<file path="config.mk">
export PLATFORM = sky130hd
export DESIGN_NAME = logic_sample_runlength_expander
export DESIGN_NICKNAME = d
export VERILOG_FILES = /design/src/sv/lsre_pkg.sv /design/src/sv/lsre_front.sv /design/src/sv/lsre_queue.sv /design/src/sv/lsre_back.sv /design/src/sv/logic_sample_runlength_expander.sv
export SDC_FILE = /design/constraint.sdc
export NUM_CORES = 1
export LEC_CHECK = 0
export BUFFER_PORTS_ARGS = -buffer_cell sky130_fd_sc_hd__buf_2
export CAP_MARGIN = 15
export CORE_ASPECT_RATIO = 0.9
export CORE_MARGIN = 3
export CORE_UTILIZATION = 35
export DETAILED_ROUTE_END_ITERATION = 8
export MAX_ROUTING_LAYER = met4
export PLACE_DENSITY = 0.63
export SETUP_SLACK_MARGIN = 0.1
export SLEW_MARGIN = 20
export SYNTH_ARGS = -nofsm -noshare
export SYNTH_HDL_FRONTEND = slang
export SYNTH_HIERARCHICAL = 1
export SYNTH_SLANG_ARGS = --single-unit
</file>
<file path="constraint.sdc">
create_clock -name clk -period 7.4 [get_ports clk]
set_input_delay 0.37 -clock clk [delete_from_list [all_inputs] [get_ports clk]]
set_output_delay 0.37 -clock clk [all_outputs]
set_load 0.01 [all_outputs]
</file>
<file path="src/sv/lsre_pkg.sv">
`timescale 1ns / 1ps
// ----------------------------------------------------------------------------
// lsre_pkg
// Types and constants of the logic sample run-length expander.
// ----------------------------------------------------------------------------
package lsre_pkg;

	localparam int RAW_W    = 64;
	localparam int SAMPLE_W = 58;
	localparam int RLC_W    = 3;
	localparam int DW_W     = 6;
	localparam int TRIG_W   = 16;
	localparam int CNT_W    = 6;   // run count minus one, widest case
	localparam int CFG_IDX_W  = 2;
	localparam int CFG_DATA_W = 16;

	localparam int QDEPTH = 4;
	localparam int QPTR_W = $clog2(QDEPTH);
	localparam int QCNT_W = $clog2(QDEPTH + 1);

	// Register indexes on the configuration port
	localparam logic [CFG_IDX_W-1:0] CFG_RLC_WIDTH    = 2'd0;
	localparam logic [CFG_IDX_W-1:0] CFG_SAMPLE_BITS  = 2'd1;
	localparam logic [CFG_IDX_W-1:0] CFG_TRIGGER_IDX  = 2'd2;

	// Reset values of the registers
	localparam logic [RLC_W-1:0]  RST_RLC_WIDTH  = 3'd0;
	localparam logic [DW_W-1:0]   RST_SAMPLE_BITS = 6'd8;
	localparam logic [TRIG_W-1:0] RST_TRIGGER    = 16'd0;

	typedef struct packed {
		logic [RAW_W-1:0] raw_word;
		logic             last_raw;
	} raw_item_t;

	typedef struct packed {
		logic [SAMPLE_W-1:0] sample;
		logic                pre_trigger;
		logic                run_last;
		logic                capture_last;
	} sample_item_t;

	typedef struct packed {
		logic [RLC_W-1:0]  rlc_width;
		logic [DW_W-1:0]   sample_bits;
		logic [TRIG_W-1:0] trigger_raw_index;
	} cfg_t;

	// One classified raw word, waiting for expansion
	typedef struct packed {
		logic [SAMPLE_W-1:0] sample;
		logic                pre_trigger;
		logic                capture;
		logic [CNT_W-1:0]    cnt_m1;
	} run_entry_t;

endpackage

</file>
<file path="src/sv/lsre_front.sv">
`timescale 1ns / 1ps
// ----------------------------------------------------------------------------
// lsre_front
// Split each raw word into run count and sample, tag it against the trigger.
// ----------------------------------------------------------------------------
module lsre_front #(
	parameter int MAX_RLC_WIDTH   = 6,
	parameter int RAW_INDEX_WIDTH = 16
) (
	input  logic                clk,
	input  logic                arst_n,
	input  lsre_pkg::cfg_t      cfg,
	input  logic                raw_valid,
	output logic                raw_ready,
	input  lsre_pkg::raw_item_t raw_item,
	output logic                push_valid,
	input  logic                push_ready,
	output lsre_pkg::run_entry_t push_entry
);
	import lsre_pkg::*;

	localparam int CMP_W = (RAW_INDEX_WIDTH > TRIG_W) ? RAW_INDEX_WIDTH : TRIG_W;
	localparam logic [RAW_INDEX_WIDTH-1:0] IDX_MAX = {RAW_INDEX_WIDTH{1'b1}};

	logic [RAW_INDEX_WIDTH-1:0] raw_index_q;
	logic [RLC_W-1:0]           rw;
	logic [DW_W-1:0]            dw;
	logic [RAW_W-1:0]           shifted;
	logic [SAMPLE_W-1:0]        dmask;
	logic [CNT_W-1:0]           cmask;
	logic                       accept;

	assign raw_ready  = push_ready;
	assign push_valid = raw_valid;
	assign accept     = raw_valid && push_ready;

	always_comb begin
		// clamp the field widths to what the hardware supports
		rw = (cfg.rlc_width > RLC_W'(MAX_RLC_WIDTH)) ? RLC_W'(MAX_RLC_WIDTH) : cfg.rlc_width;
		dw = (cfg.sample_bits > DW_W'(SAMPLE_W)) ? DW_W'(SAMPLE_W) : cfg.sample_bits;
		shifted = raw_item.raw_word >> rw;
		dmask   = ~({SAMPLE_W{1'b1}} << dw);
		cmask   = ~({CNT_W{1'b1}} << rw);
		push_entry.sample      = shifted[SAMPLE_W-1:0] & dmask;
		push_entry.cnt_m1      = raw_item.raw_word[CNT_W-1:0] & cmask;
		push_entry.pre_trigger = CMP_W'(raw_index_q) < CMP_W'(cfg.trigger_raw_index);
		push_entry.capture     = raw_item.last_raw;
	end

	// advance the word index, saturate, restart after the last word
	always_ff @(posedge clk or negedge arst_n) begin
		if (!arst_n) begin
			raw_index_q <= '0;
		end else if (accept) begin
			if (raw_item.last_raw) begin
				raw_index_q <= '0;
			end else if (raw_index_q != IDX_MAX) begin
				raw_index_q <= raw_index_q + 1'b1;
			end
		end
	end

endmodule

</file>
<file path="src/sv/lsre_queue.sv">
`timescale 1ns / 1ps
// ----------------------------------------------------------------------------
// lsre_queue
// Short first-in first-out queue of classified runs.
// ----------------------------------------------------------------------------
module lsre_queue (
	input  logic                 clk,
	input  logic                 arst_n,
	input  logic                 push_valid,
	output logic                 push_ready,
	input  lsre_pkg::run_entry_t push_entry,
	output logic                 pop_valid,
	input  logic                 pop_ready,
	output lsre_pkg::run_entry_t pop_entry
);
	import lsre_pkg::*;

	run_entry_t        entries_q [QDEPTH];
	logic [QPTR_W-1:0] wr_ptr_q;
	logic [QPTR_W-1:0] rd_ptr_q;
	logic [QCNT_W-1:0] cnt_q;
	logic              do_push;
	logic              do_pop;

	assign push_ready = (cnt_q != QCNT_W'(QDEPTH));
	assign pop_valid  = (cnt_q != '0);
	assign pop_entry  = entries_q[rd_ptr_q];
	assign do_push    = push_valid && push_ready;
	assign do_pop     = pop_valid && pop_ready;

	always_ff @(posedge clk) begin
		if (do_push) begin
			entries_q[wr_ptr_q] <= push_entry;
		end
	end

	always_ff @(posedge clk or negedge arst_n) begin
		if (!arst_n) begin
			wr_ptr_q <= '0;
			rd_ptr_q <= '0;
			cnt_q    <= '0;
		end else begin
			if (do_push) begin
				wr_ptr_q <= wr_ptr_q + 1'b1;
			end
			if (do_pop) begin
				rd_ptr_q <= rd_ptr_q + 1'b1;
			end
			if (do_push && !do_pop) begin
				cnt_q <= cnt_q + 1'b1;
			end else if (do_pop && !do_push) begin
				cnt_q <= cnt_q - 1'b1;
			end
		end
	end

endmodule

</file>
<file path="src/sv/lsre_back.sv">
`timescale 1ns / 1ps
// ----------------------------------------------------------------------------
// lsre_back
// Emit one copy of the current run per cycle into the output register, unless smp_ready stalls it.
// ----------------------------------------------------------------------------
module lsre_back (
	input  logic                   clk,
	input  logic                   arst_n,
	input  logic                   pop_valid,
	output logic                   pop_ready,
	input  lsre_pkg::run_entry_t   pop_entry,
	output logic                   smp_valid,
	input  logic                   smp_ready,
	output lsre_pkg::sample_item_t smp_item
);
	import lsre_pkg::*;

	logic             out_valid_q;
	sample_item_t     out_item_q;
	logic [CNT_W-1:0] rem_q;       // copies still owed after the one on show
	logic             cur_cap_q;
	logic             out_free;
	logic             more;
	logic             take;

	assign out_free  = !out_valid_q || smp_ready;
	assign more      = (rem_q != '0);
	assign pop_ready = out_free && !more;
	assign take      = pop_ready && pop_valid;
	assign smp_valid = out_valid_q;
	assign smp_item  = out_item_q;

	always_ff @(posedge clk or negedge arst_n) begin
		if (!arst_n) begin
			out_valid_q <= 1'b0;
			rem_q       <= '0;
		end else if (out_free) begin
			if (more) begin
				out_valid_q <= 1'b1;
				rem_q       <= rem_q - 1'b1;
			end else if (pop_valid) begin
				out_valid_q <= 1'b1;
				rem_q       <= pop_entry.cnt_m1;
			end else begin
				out_valid_q <= 1'b0;
			end
		end
	end

	always_ff @(posedge clk) begin
		if (out_free && more) begin
			out_item_q.run_last     <= (rem_q == CNT_W'(1));
			out_item_q.capture_last <= (rem_q == CNT_W'(1)) && cur_cap_q;
		end else if (take) begin
			out_item_q.sample       <= pop_entry.sample;
			out_item_q.pre_trigger  <= pop_entry.pre_trigger;
			out_item_q.run_last     <= (pop_entry.cnt_m1 == '0);
			out_item_q.capture_last <= (pop_entry.cnt_m1 == '0) && pop_entry.capture;
			cur_cap_q               <= pop_entry.capture;
		end
	end

endmodule

</file>
<file path="src/sv/logic_sample_runlength_expander.sv">
`timescale 1ns / 1ps
// A raw item passes through the run queue, then the output register, before its first sample shows.
// One sample item per cycle while smp_ready is high; a raw item yields count+1 copies
// (1 to 64), set by the single output register that emits one copy per cycle.
// Raw items keep flowing while the four-entry run queue has room.
// Reset (arst_n low, asynchronous): queue and output emptied, word index zeroed,
// registers back to rlc_width 0, eight sample bits, trigger_raw_index 0.
// ----------------------------------------------------------------------------
// logic_sample_runlength_expander
// Expand run-length coded capture words into tagged logic samples.
// ----------------------------------------------------------------------------
module logic_sample_runlength_expander #(
	parameter int MAX_RLC_WIDTH   = 6,
	parameter int RAW_INDEX_WIDTH = 16
) (
	input  logic                               clk,
	input  logic                               arst_n,
	// configuration write port
	input  logic                               cfg_we,
	input  logic [lsre_pkg::CFG_IDX_W-1:0]     cfg_idx,
	input  logic [lsre_pkg::CFG_DATA_W-1:0]    cfg_wdata,
	// raw capture words
	input  logic                               raw_valid,
	output logic                               raw_ready,
	input  lsre_pkg::raw_item_t                raw_item,
	// expanded samples
	output logic                               smp_valid,
	input  logic                               smp_ready,
	output lsre_pkg::sample_item_t             smp_item
);
	import lsre_pkg::*;

	cfg_t       cfg_q;
	logic       push_valid;
	logic       push_ready;
	run_entry_t push_entry;
	logic       pop_valid;
	logic       pop_ready;
	run_entry_t pop_entry;

	// Configuration registers. The user must make writes land only while the block is idle;
	// the block does not enforce this and takes them straight away; an unknown index is dropped.
	always_ff @(posedge clk or negedge arst_n) begin
		if (!arst_n) begin
			cfg_q.rlc_width         <= RST_RLC_WIDTH;
			cfg_q.sample_bits       <= RST_SAMPLE_BITS;
			cfg_q.trigger_raw_index <= RST_TRIGGER;
		end else if (cfg_we) begin
			case (cfg_idx)
				CFG_RLC_WIDTH:   cfg_q.rlc_width         <= cfg_wdata[RLC_W-1:0];
				CFG_SAMPLE_BITS: cfg_q.sample_bits       <= cfg_wdata[DW_W-1:0];
				CFG_TRIGGER_IDX: cfg_q.trigger_raw_index <= cfg_wdata[TRIG_W-1:0];
				default: begin
				end
			endcase
		end
	end

	// Front: decode the raw word, track the word index against the trigger
	lsre_front #(
		.MAX_RLC_WIDTH  (MAX_RLC_WIDTH),
		.RAW_INDEX_WIDTH(RAW_INDEX_WIDTH)
	) u_front (
		.clk       (clk),
		.arst_n    (arst_n),
		.cfg       (cfg_q),
		.raw_valid (raw_valid),
		.raw_ready (raw_ready),
		.raw_item  (raw_item),
		.push_valid(push_valid),
		.push_ready(push_ready),
		.push_entry(push_entry)
	);

	// Queue: decouple word intake from run expansion
	lsre_queue u_queue (
		.clk       (clk),
		.arst_n    (arst_n),
		.push_valid(push_valid),
		.push_ready(push_ready),
		.push_entry(push_entry),
		.pop_valid (pop_valid),
		.pop_ready (pop_ready),
		.pop_entry (pop_entry)
	);

	// Back: repeat each run's sample, mark run end and capture end
	lsre_back u_back (
		.clk      (clk),
		.arst_n   (arst_n),
		.pop_valid(pop_valid),
		.pop_ready(pop_ready),
		.pop_entry(pop_entry),
		.smp_valid(smp_valid),
		.smp_ready(smp_ready),
		.smp_item (smp_item)
	);

endmodule

</file>
== Word-level counts from Yosys, hierarchy flattened ==
Memories as Yosys holds them, arrays and structs flattened.
Cells that the tools add are included.

* Input bits: 88
* Memories kept: 1
* Register bits after elaboration: 117
* Bits in writable memories: 264

* Bitwise operators: 5
* Muxes and demuxes: 14
* Order comparisons: 3
* Shift-type cells: 3
* Add/sub/neg operators: 6
* Equality and inequality tests: 5
* Reductions and logical operators: 27

{| class="wikitable"
|+ Memories
! memory !! depth !! bits a word !! read ports !! clocked after Yosys merged registers in !! wr ports !! RTL line !! source
|-
| u_queue.entries_q || 4 || 66 || 1 || 0 || 1 || lsre_queue.sv:18 || <nowiki>run_entry_t entries_q [QDEPTH];</nowiki>
|}

{| class="wikitable"
|+ Operators with widths
! operator !! number
|-
| $shr 64x3->58 || 1
|-
| $and 58x58->58 || 1
|-
| $not 58->58 || 1
|-
| $shl 58x6->58 const A || 1
|-
| $mux 16 || 2
|-
| $mux 6 || 3
|-
| $add 16x1->16 const B || 1
|-
| $lt 16x16->1 || 1
|-
| $ne 16x16->1 const B || 1
|-
| $reduce_and 2->1 || 6
|-
| $mux 3 || 3
|-
| $logic_and 1x1->1 || 8
|-
| $reduce_bool 2->1 || 4
|-
| $and 6x6->6 || 1
|-
| $eq 6x1->1 const B || 1
|-
| $gt 6x6->1 const B || 1
|-
| $logic_not 6->1 || 1
|-
| $not 6->6 || 1
|-
| $reduce_bool 6->1 || 1
|-
| $shl 6x3->6 const A || 1
|-
| $sub 6x1->6 const B || 1
|-
| $add 2x1->2 const B || 2
|-
| $logic_not 1->1 || 4
|-
| $mux 1 || 4
|-
| 11 further kinds || 12
|}

== Depth between registers and ports, before layout ==
Gate-level depths: netlist of the first run.

* Depth in word-level cells: 7
* Gate-level depth with buffers: 11

== Hierarchy ==
Netlist of the first run, hierarchy kept.

{| class="wikitable"
|+ Modules (own cells, without submodules)
! module !! seq. area each (um^2) !! area each (um^2) !! cells each !! times used
|-
| lsre_queue || 8102.8 || 9953.3 || 380 || 1
|-
| lsre_front || 400.4 || 3973.8 || 530 || 1
|-
| lsre_back || 2037.0 || 2396.0 || 121 || 1
|-
| logic_sample_runlength_expander || 626.9 || 997.2 || 54 || 1
|}

== Worst setup path after synthesis of the first run ==
No wires, ideal clock.

* Path kind: flip-flop to flip-flop
* Start point: register u_back.rem_q[5]
* End point: register u_back.cur_cap_q, enable pin
* Setup time: 0.552 ns
* Period minus slack after synthesis: 5.607 ns
* Buffers on the path: 0
* Data arrival time: 5.055 ns
* Stages on the path, launching flop included: 4
* Path slack: 1.793 ns
* Cell sequence: dfrtp_1 nor4_4 nand2_4 nor3_1

* Cells in the longest elaborated chain, start to end: 5
* Elaborated cells on any way between the ends: 7

{| class="wikitable"
|+ RTL lines
! what !! RTL line !! source
|-
| start, declared || lsre_back.sv:20 || <nowiki>logic [CNT_W-1:0] rem_q;</nowiki>
|-
| start signal, assigned || lsre_back.sv:40 || <nowiki>rem_q <= rem_q - 1'b1;</nowiki>
|-
| start signal, assigned || lsre_back.sv:43 || <nowiki>rem_q <= pop_entry.cnt_m1;</nowiki>
|-
| $reduce_bool 6->1 (*) || lsre_back.sv:27 || <nowiki>assign more = (rem_q != '0);</nowiki>
|-
| $logic_not 1->1 || lsre_back.sv:28 || <nowiki>assign pop_ready = out_free && !more;</nowiki>
|-
| $logic_and 1x1->1 || lsre_back.sv:28 ||
|-
| $logic_and 1x1->1 || lsre_back.sv:29 || <nowiki>assign take = pop_ready && pop_valid;</nowiki>
|-
| $reduce_and 2->1 (no line) (*) || -- ||
|-
| end signal, assigned || lsre_back.sv:59 || <nowiki>cur_cap_q <= pop_entry.capture;</nowiki>
|-
| end, declared || lsre_back.sv:21 || <nowiki>logic cur_cap_q;</nowiki>
|}

Every way passes the cells marked *; elsewhere a longest branch is shown, timed or not.
A chain may end at the register's enable or synchronous reset.

==> flow_summary.json, run 1 <==
{
  "hold_path_class": "input pin to flip-flop",
  "ys_seq_area_frac": 0.645,
  "grt.total_usage": 0.166,
  "drv_slew": 0,
  "power_frac_seq": 0.466,
  "grt_overflow": 0,
  "grt_pass1_vias": 9994,
  "synth_compound_area_frac": 0.0445,
  "layout_commonest_cell": "edfxtp_1",
  "place_inst": 1811,
  "htreeDepth": 2,
  "post-place-ws_ps": 4350,
  "numCtsBuffers": 42,
  "synth_fp_nets": 1198,
  "numPortBuffers": 150,
  "clock.fmax_ghz": 0.324,
  "required_ps": 7710,
  "crit_buf_inv": 1,
  "syn_to_final_growth_pct": 15.5,
  "critPathMaxStageDelay_ps": 750,
  "power.leakage_nw": 7.42,
  "post_drt_via_cell_ratio": 5.23,
  "yosys.cell_types.count": 72,
  "syn_inst": 1085,
  "peakVddDrop_mv": 0.183,
  "internal_power_mw": 4.75,
  "synth_edf_count": 326,
  "netlist_area_um2": 17300,
  "power.share.clock": 0.302,
  "skew_ps": 18.8,
  "routabilityCongestion": 0.869,
  "core_um2": 48400,
  "placement.cell_area_um2": 18600,
  "period_share": 0.417,
  "grt_pass1_wl_um": 62800,
  "relSlewSlack": 0.254,
  "drt-initial-drc-count": 792,
  "cp.arrival_ps": 3400,
  "clk_pin_slew_ps": 60,
  "clock_latency_ps": 560,
  "die_x_um": 240,
  "ys_seq_elements": 381,
  "synth_top_area_frac": 0.565,
  "pwr_density_cell_nw_per_um2": 337,
  "cp_top_family": "buffers and inverters",
  "ctsHoldBuffers": 1,
  "io_pins": 151,
  "cp_max_fo": 57,
  "synth_top_family_by_area": "multiplexers",
  "yosysWarnings": 6,
  "setup_viol": 0,
  "drive_gt1_frac": 0.278,
  "yosys.area_share.simple": 0.0566,
  "drv_cap": 0,
  "p_total_mw": 6.74,
  "synth-xor-area-share": 0.00607,
  "nets": 1345,
  "slowest_stage": "buf_4",
  "cts_tree": "built",
  "multi_input_area_um2": 5730,
  "synth-async-reset-ratio": 0.144,
  "antenna_found_initial": 12,
  "p_sw_frac": 0.295,
  "rows": 76,
  "grt_max_degree": 77,
  "final_cells": 1899,
  "die_y_um": 217,
  "cts.path.max_buffers": 3,
  "rsz0062_at_grt": "no",
  "wl_per_cell_um": 22.1,
  "setup_slack_ps": 4320,
  "post_cts.repair.setup_buffers": 0,
  "synthTopCellsByArea": "edfxtp_1 57%, mux2i_1 9.7%, mux4_2 8.7%",
  "register_area_um2": 11200,
  "synthAdderAreaFrac": 0.0185,
  "crit_type": "flip-flop to flip-flop",
  "route.vias.total": 9939,
  "cp_cell_sequence": "a21boi_4, buf_4, mux2i_1, mux2i_1, mux2i_1, a21oi_1",
  "postLayoutCoreUtil": 0.413,
  "p_sw_mw": 1.99,
  "drtPass1Iterations": 6,
  "muxShareOfSynthArea": 0.204,
  "post_cts_resized": 0,
  "fin_hold_ws_ps": 51.8,
  "place_hpwl_um": 28000,
  "power_frac_comb": 0.233,
  "tns_ps": 0,
  "start_kind": "flip-flop",
  "routed_wl_um": 42000,
  "status": "completed",
  "ant_nets": 0,
  "drc": 0,
  "yosysTopAreaCell": "edfxtp_1",
  "cts_root_buf": "clkbuf_16",
  "cts.sinks": 381,
  "period_minus_slack_ps": 3080,
  "post-route-cell-area_um2": 20000,
  "design.die.area_um2": 52200,
  "endpoint_kind": "flip-flop",
  "hold_viol": 0,
  "tightestPinTransition_ps": 1120,
  "filler_cell_count": 4384,
  "start_util": 0.358,
  "crit_top_cell": "mux2i_1",
  "final_cell_mix": "326 x edfxtp_1, 167 x mux2i_1, 150 x buf_2",
  "synth_ff_type": "edfxtp_1",
  "synth.avg_cell_area_um2": 16.0
}
[synth_stat cells, types with 3 or more instances]
cell / instances
edfxtp_1: 326
mux4_2: 67
ha_1: 24
nand4_1: 4
a21o_1: 4
nor2_1: 78
mux2_2: 18
and2_1: 9
inv_1: 25
o211ai_1: 3
a211oi_1: 6
a22oi_1: 3
nor2b_1: 7
buf_6: 3
nand3b_1: 3
or3_1: 4
buf_4: 10
a31oi_1: 8
buf_12: 3
o21ai_0: 38
nand3_1: 10
or2_2: 3
nor3_1: 13
xor2_1: 7
mux2_4: 10
buf_2: 10
mux2i_1: 167
buf_1: 11
o21a_1: 3
xnor2_1: 5
nand2b_1: 6
and3_1: 5
nand2_1: 45
clkbuf_1: 24
a21oi_1: 27
dfrtp_1: 54
[power by group through the flow]
stage / Sequential [mW] / Clock [mW] / Combinational (mW)
after floorplan: 3.07 / 0 / 1.22
after global placement: 3.16 / 0 / 1.56
after detailed placement: 3.19 / 0 / 1.59
after CTS: 3.14 / 2.09 / 1.59
after global routing: 3.18 / 2.19 / 1.71
final: 3.14 / 2.03 / 1.57
[worst paths after layout]
kind / startpoint / end / slack (ps) / depth (start not counted)
min in group asynchronous: arst_n / u_back/rem_q[3]$_DFFE_PN0P_ / 500 / 3
hold reg to reg: cfg_q[6]$_DFFE_PN0P_ / cfg_q[6]$_DFFE_PN0P_ / 510 / 1
setup reg to reg: cfg_q[22]$_DFFE_PN0P_ / u_queue/entries_q[0][29]$_DFFE_PP_ / 4320 / 6
setup / recovery: cfg_q[22]$_DFFE_PN0P_ / u_queue/entries_q[0][29]$_DFFE_PP_ / 4320 / 6
max in group asynchronous: arst_n / u_queue/rd_ptr_q[0]$_DFFE_PN0P_ / 6310 / 3
hold / removal: cfg_wdata[15] / cfg_q[15]$_DFFE_PN0P_ / 50 / 2
[per-layer routing]
metal,GRT usage,part of all wire,wire [um],up-vias
met5,-,0,0,-
met4,0.0407,0.020,850,0
met2,0.245,0.46,19200,322
li1,-,-,-,4524
met1,0.229,0.45,18700,5040
met3,0.0468,0.079,3300,53
[registers in the layout, indices dropped and copies added, names as in the netlist]
signal,count
u_queue/entries_q,264
u_back/smp_item,61
cfg_q,25
u_front/raw_index_q,16
u_back/rem_q,6
u_queue/cnt_q,3
u_queue/rd_ptr_q,2
u_queue/wr_ptr_q,2
u_back/cur_cap_q,1
u_back/smp_valid,1
[cells by family (layout without fill, tap and decap cells)]
| kind of cell | Yosys count | after routing |
|---|---|---|
| compound gates | 118 | 118 |
| xor+xnor | 12 | 12 |
| fa+ha+maj | 25 | 25 |
| buf+inv | 86 | 266 |
| flops | 381 | 381 |
| mux | 262 | 262 |
| other cells | 0 | 10 |
| simple gates | 201 | 201 |
[worst register-to-register path, delay by kind of cell (launching register included)]
kind / cells / cell delay, ps
muxes: 3 / 770
buffers and inverters: 1 / 750
DFF: 1 / 690
AOI/OAI and AO/OA: 2 / 640
[layout make-up]
type                    count  area share
multi-input cells         618       0.286
diodes                     10     0.00125
clock buffers              53      0.0562
flip-flops and latches    381       0.559
inverters                  25     0.00469
repair buffers            164      0.0429
clock inverters            24      0.0108
well taps                 624      0.0390
(Power assumes the default switching activity.)
==> inputs of run 2 (changes only) <==
- PLACE_DENSITY: 0.63 -> 0.64
- clock period: 7.4 -> 2.81 ns (I/O delays scaled with it)
==> run 2 against run 1 <==
  * Sequential share of layout area is 0.84 points lower
  * Setup slack lost 4000 ps
  * Register-to-register slack got worse by 4000 ps
  * Sequential power grew to 2.6 times the previous value
  * Die area is the same
  * Core utilization is 0.63 points higher
  * Clock power grew to 2.6 times the previous value
  * First-iteration DRC count is 17% higher
  * Fmax rose by 23%
  * Non-clock buffer count grew 29
==> flow_summary.json, run 2 (synthesis results as in run 1) <==
{
  "place_hpwl_um": 28100,
  "cts_tree": "built",
  "cp_cell_sequence": "nor4_4, nand2_4, nor2_1, nand2_1, ha_1, inv_1, fa_1, mux2_2",
  "drv_slew": 0,
  "grt_max_degree": 77,
  "die_y_um": 217,
  "wl_per_cell_um": 21.7,
  "skew_ps": 27.5,
  "numPortBuffers": 150,
  "grt.total_usage": 0.165,
  "pwr_density_cell_nw_per_um2": 870,
  "cp_max_fo": 7,
  "die_x_um": 240,
  "hold_viol": 0,
  "grtUsageMet1": 0.221,
  "drtPass1Iterations": 5,
  "power.leakage_nw": 7.54,
  "drc": 0,
  "period_minus_slack_ps": 2510,
  "peakVddDrop_mv": 0.389,
  "ant_nets": 0,
  "routed_wl_um": 41700,
  "nets": 1373,
  "fin_hold_ws_ps": 38.9,
  "cts.sinks": 381,
  "clock.fmax_ghz": 0.399,
  "top_usage_layer": "met2",
  "slowest_stage": "nor4_4",
  "drive_gt1_frac": 0.279,
  "tightestPinTransition_ps": 1070,
  "grt_pass1_wl_um": 62600,
  "hold_path_class": "input pin to flip-flop",
  "start_kind": "flip-flop",
  "p_total_mw": 17.7,
  "grt_overflow": 0,
  "met2_usage": 0.249,
  "cts.path.max_buffers": 3,
  "clk_pin_slew_ps": 60,
  "htreeDepth": 2,
  "place_inst": 1819,
  "post_drt_via_cell_ratio": 5.25,
  "cp.arrival_ps": 2930,
  "post_cts_resized": 0,
  "drt-initial-drc-count": 923,
  "largest_register": "u_queue/entries_q",
  "largest_reg_flops": 264,
  "design.die.area_um2": 52200,
  "antenna_found_initial": 10,
  "route.vias.total": 10106,
  "final_cells": 1924,
  "layout_commonest_cell": "edfxtp_1",
  "core_um2": 48400,
  "drv_cap": 0,
  "required_ps": 3240,
  "crit_type": "flip-flop to flip-flop",
  "io_pins": 151,
  "period_share": 0.892,
  "numCtsBuffers": 41,
  "syn_to_final_growth_pct": 17.3,
  "final_cell_mix": "326 x edfxtp_1, 167 x mux2i_1, 150 x buf_2",
  "use_met3": 0.0447,
  "endpoint_kind": "flip-flop",
  "setup_viol": 0,
  "rows": 76,
  "routabilityCongestion": 0.875,
  "cts_root_buf": "clkbuf_16",
  "clock_latency_ps": 560,
  "start_util": 0.358,
  "critPathMaxStageDelay_ps": 470,
  "status": "completed",
  "rsz0062_at_grt": "no",
  "relSlewSlack": 0.288,
  "grt_pass1_vias": 10261
}
[run 2: cell types whose count changed in the layout (fill, tap and decap cells not counted), moves of 2 or more]
cell and delta:
clkinv_2 +2, dlygate4sd3_1 +21, diode_2 -2, clkinvlp_4 +2, clkbuf_16 -2, buf_12 +7
[run 2: per-layer routing]
| layer | up-vias | wire length (um) | part of all wire |
|---|---|---|---|
| met2 | 299 | 19200 | 0.46 |
| met5 | - | 0 | 0 |
| li1 | 4583 | - | - |
| met1 | 5163 | 18300 | 0.44 |
| met3 | 61 | 3300 | 0.079 |
| met4 | 0 | 910 | 0.022 |
[run 2: report_power, final]
group	total (mW)	internal (mW)	switching [mW]
Combinational	4.38	1.79	2.60
Sequential	8.11	7.68	0.429
Clock	5.18	2.98	2.19
Total	17.7	12.5	5.22
[run 2: final timing paths]
check	start	endpoint	slack (ps)	cells past startpoint
max reg2reg	u_back/rem_q[2]$_DFFE_PN0P_	u_queue/cnt_q[1]$_DFFE_PN0P_	300	8
min in group asynchronous	arst_n	u_front/raw_index_q[12]$_DFFE_PN0P_	240	2
min reg2reg	cfg_q[15]$_DFFE_PN0P_	cfg_q[15]$_DFFE_PN0P_	510	1
max in group asynchronous	arst_n	cfg_q[4]$_DFFE_PN0P_	1830	3
max	u_back/rem_q[2]$_DFFE_PN0P_	u_queue/cnt_q[1]$_DFFE_PN0P_	300	8
min	raw_item[3]	u_queue/entries_q[2][2]$_DFFE_PP_	40	2
[run 2: area by class of cell]
cell class	count	area [um2]
multi-input cells	618	5740
diodes	8	20.0
well taps	624	781
fillers	4350	28100
clock buffers	49	1060
flip-flops and latches	381	11200
clock inverters	26	230
repair buffers	193	1220
inverters	25	93.8
[run 2: critical path, delay by kind of cell, from the launching register on]
kind | cells | cell delay, ps
buffers and inverters | 1 | 80
AND/OR/NAND/NOR | 4 | 950
multiplexers | 1 | 270
flip-flops | 1 | 460
adder cells (fa/ha/maj) | 2 | 620
[run 2: repair_timing]
action,CTS,global route
hold buffers,22,0
buffers inserted,0,0
hold endpoints to repair,72,0
[run 2: metrics by stage]
stage          utilization  area [um2]  setup TNS (ps)  setup WS, ps
3_3_place_gp         0.388       18800               0           386
6_report             0.420       20300               0           304
3_5_place_dp         0.388       18800               0           317
2_1_floorplan            -       17300           -1700         -28.3
4_1_cts              0.419       20300               0           301
5_1_grt              0.420       20300               0           155
==> inputs of run 3 (changes only) <==
- CELL_PAD_IN_SITES_DETAIL_PLACEMENT: unset -> 0
- CELL_PAD_IN_SITES_GLOBAL_PLACEMENT: unset -> 2
- CORE_MARGIN: 3 -> 8
- PLACE_DENSITY: 0.64 -> 0.77
- clock period: 2.81 -> 2.5 ns (I/O delays scaled with it)
==> run 3 against run 2 <==
  * Core utilization is 0.20 points higher
  * Critical path depth decreased by 4
  * Cell area rose by 1.8%
  * Non-clock buffer count is 19 higher
  * Total power is 16% higher
  * Clock power up 22%
  * Final cell count up 1.5%
  * Critical path type unchanged
  * Largest power group unchanged
  * Highest routed layer unchanged
==> flow_summary.json, run 3 (synthesis results as in run 1) <==
{
  "status": "completed",
  "cp_max_fo": 6,
  "worst_r2r_path_depth": 4,
  "tightestPinTransition_ps": 825,
  "die_y_um": 227,
  "start_util": 0.353,
  "pwr_density_cell_nw_per_um2": 991,
  "ff2ff_setup_slack_ps": 230,
  "cp.arrival_ps": 2690,
  "layout_commonest_cell": "edfxtp_1",
  "cp-startpoint": "u_queue/rd_ptr_q[0]$_DFFE_PN0P_",
  "grt.total_usage": 0.155,
  "post-route-cell-area_um2": 20700,
  "syn_to_final_growth_pct": 19.4,
  "grt_max_degree": 77,
  "skew_ps": 23.7,
  "hold_path_class": "input pin to async pin",
  "period_minus_slack_ps": 2270,
  "routabilityCongestion": 0.848,
  "routed_wl_um": 43300,
  "place_hpwl_um": 30700,
  "endpoint_kind": "flip-flop",
  "drtPass1Iterations": 5,
  "clock.fmax_ghz": 0.440,
  "grt_pass1_wl_um": 64800,
  "cts.path.max_buffers": 3,
  "relSlewSlack": 0.450,
  "start_kind": "flip-flop",
  "crit-reg2reg-launch": "u_queue/rd_ptr_q[0]$_DFFE_PN0P_",
  "critPathMaxStageDelay_ps": 600,
  "power.leakage_nw": 7.70,
  "cp.depth": 4,
  "grt_pass1_vias": 10493,
  "clk_pin_slew_ps": 60,
  "die_x_um": 250,
  "cp_top_family": "simple AND/OR/NAND/NOR gates",
  "p_total_mw": 20.5,
  "core_um2": 49000,
  "fin_hold_ws_ps": 26.6,
  "cts.sinks": 381,
  "htreeDepth": 2,
  "numPortBuffers": 150,
  "reg2reg_to": "u_back/smp_item[0]$_DFFE_PP_",
  "critPathCapture": "u_back/smp_item[0]$_DFFE_PP_",
  "clock_latency_ps": 570,
  "nets": 1394,
  "slowest_stage": "or4_1",
  "design.die.area_um2": 56900,
  "drt-initial-drc-count": 692,
  "required_ps": 2920,
  "antenna_found_initial": 9,
  "grt_overflow": 0,
  "crit_type": "flip-flop to flip-flop",
  "drv_slew": 0,
  "rsz0062_at_grt": "no",
  "wl_per_cell_um": 22.2,
  "post_drt_via_cell_ratio": 5.18,
  "period_share": 0.909,
  "hold_viol": 0,
  "peakVddDrop_mv": 0.470,
  "route.vias.total": 10115,
  "numCtsBuffers": 43,
  "drive_gt1_frac": 0.288,
  "largest_register": "u_queue/entries_q",
  "multi_input_area_um2": 5740,
  "drc": 0,
  "placement.cell_area_um2": 19000,
  "cp_cell_sequence": "mux4_2, or4_1, a2111oi_4, a32o_2",
  "final_cell_mix": "326 x edfxtp_1, 167 x mux2i_1, 150 x buf_2",
  "setup_viol": 0,
  "ant_nets": 0,
  "drv_cap": 0,
  "filler_cell_count": 4442,
  "post_cts.repair.setup_buffers": 0,
  "crit_buf_inv": 0,
  "io_pins": 151,
  "cts_tree": "built",
  "cts_root_buf": "clkbuf_16",
  "largest_reg_flops": 264,
  "rows": 77,
  "register_area_um2": 11200
}
==> run 3: changes by cell type in the layout (fill, tap and decap cells not counted), sizes merged <==
cell,before,now
buf,171,189
bufinv,3,5
clkbuf,49,55
clkinv,14,9
diode,8,9
dlygate4sd3,22,23
inv,29,27
==> run 3: worst min path at each step <==
stage          startpoint                                  end  slack, ps  depth (start not counted)
2_1_floorplan      arst_n                 cfg_q[0]$_DFFE_PN0P_       -170                          0
5_1_grt            arst_n  u_front/raw_index_q[11]$_DFFE_PN0P_         40                          2
4_1_cts        cfg_idx[1]                cfg_q[22]$_DFFE_PN0P_          5                          3
3_3_place_gp       arst_n  u_front/raw_index_q[11]$_DFFE_PN0P_         80                          1
3_5_place_dp       arst_n  u_front/raw_index_q[11]$_DFFE_PN0P_         80                          1
6_report           arst_n  u_front/raw_index_q[11]$_DFFE_PN0P_         30                          2
==> run 3: report_power, final <==
| group | total (mW) | switching, mW | internal (mW) |
|---|---|---|---|
| logic | 5.10 | 2.95 | 2.14 |
| clock network | 6.31 | 2.52 | 3.79 |
| registers | 9.08 | 0.456 | 8.63 |
| total | 20.5 | 5.93 | 14.6 |
==> run 3: layer usage <==
metal	routed length [um]	global-route usage	up-vias	share of wire
li1	-	-	4614	-
met1	18500	0.194	5132	0.43
met2	20700	0.246	289	0.48
met3	2740	0.0326	80	0.063
met4	1380	0.0610	0	0.032
met5	0	-	-	0
==> run 3: through the flow <==
stage                     utilization  TNS [ps]  setup WS [ps]  cells
after floorplan                     -    -20300           -338   1085
after global placement          0.388         0            234   1845
after detailed placement        0.388         0            224   1845
after CTS                       0.421         0            181   1944
after global routing            0.422         0            125   1952
final                           0.422         0            227   1953
==> run 3: cell type report <==
class                      count  area share
clock inverter                21      0.0126
timing repair buffer         212      0.0695
inverter                      25     0.00454
tap                          632      0.0382
antenna                        9     0.00109
sequential                   381       0.541
clock buffer                  55      0.0557
multi-input combinational    618       0.278
==> run 3: timing repair <==
action	CTS	global route
hold buffers	23	0
gates resized for setup	0	2
endpoints found under the setup margin	0	1
endpoints found under the hold margin	98	0
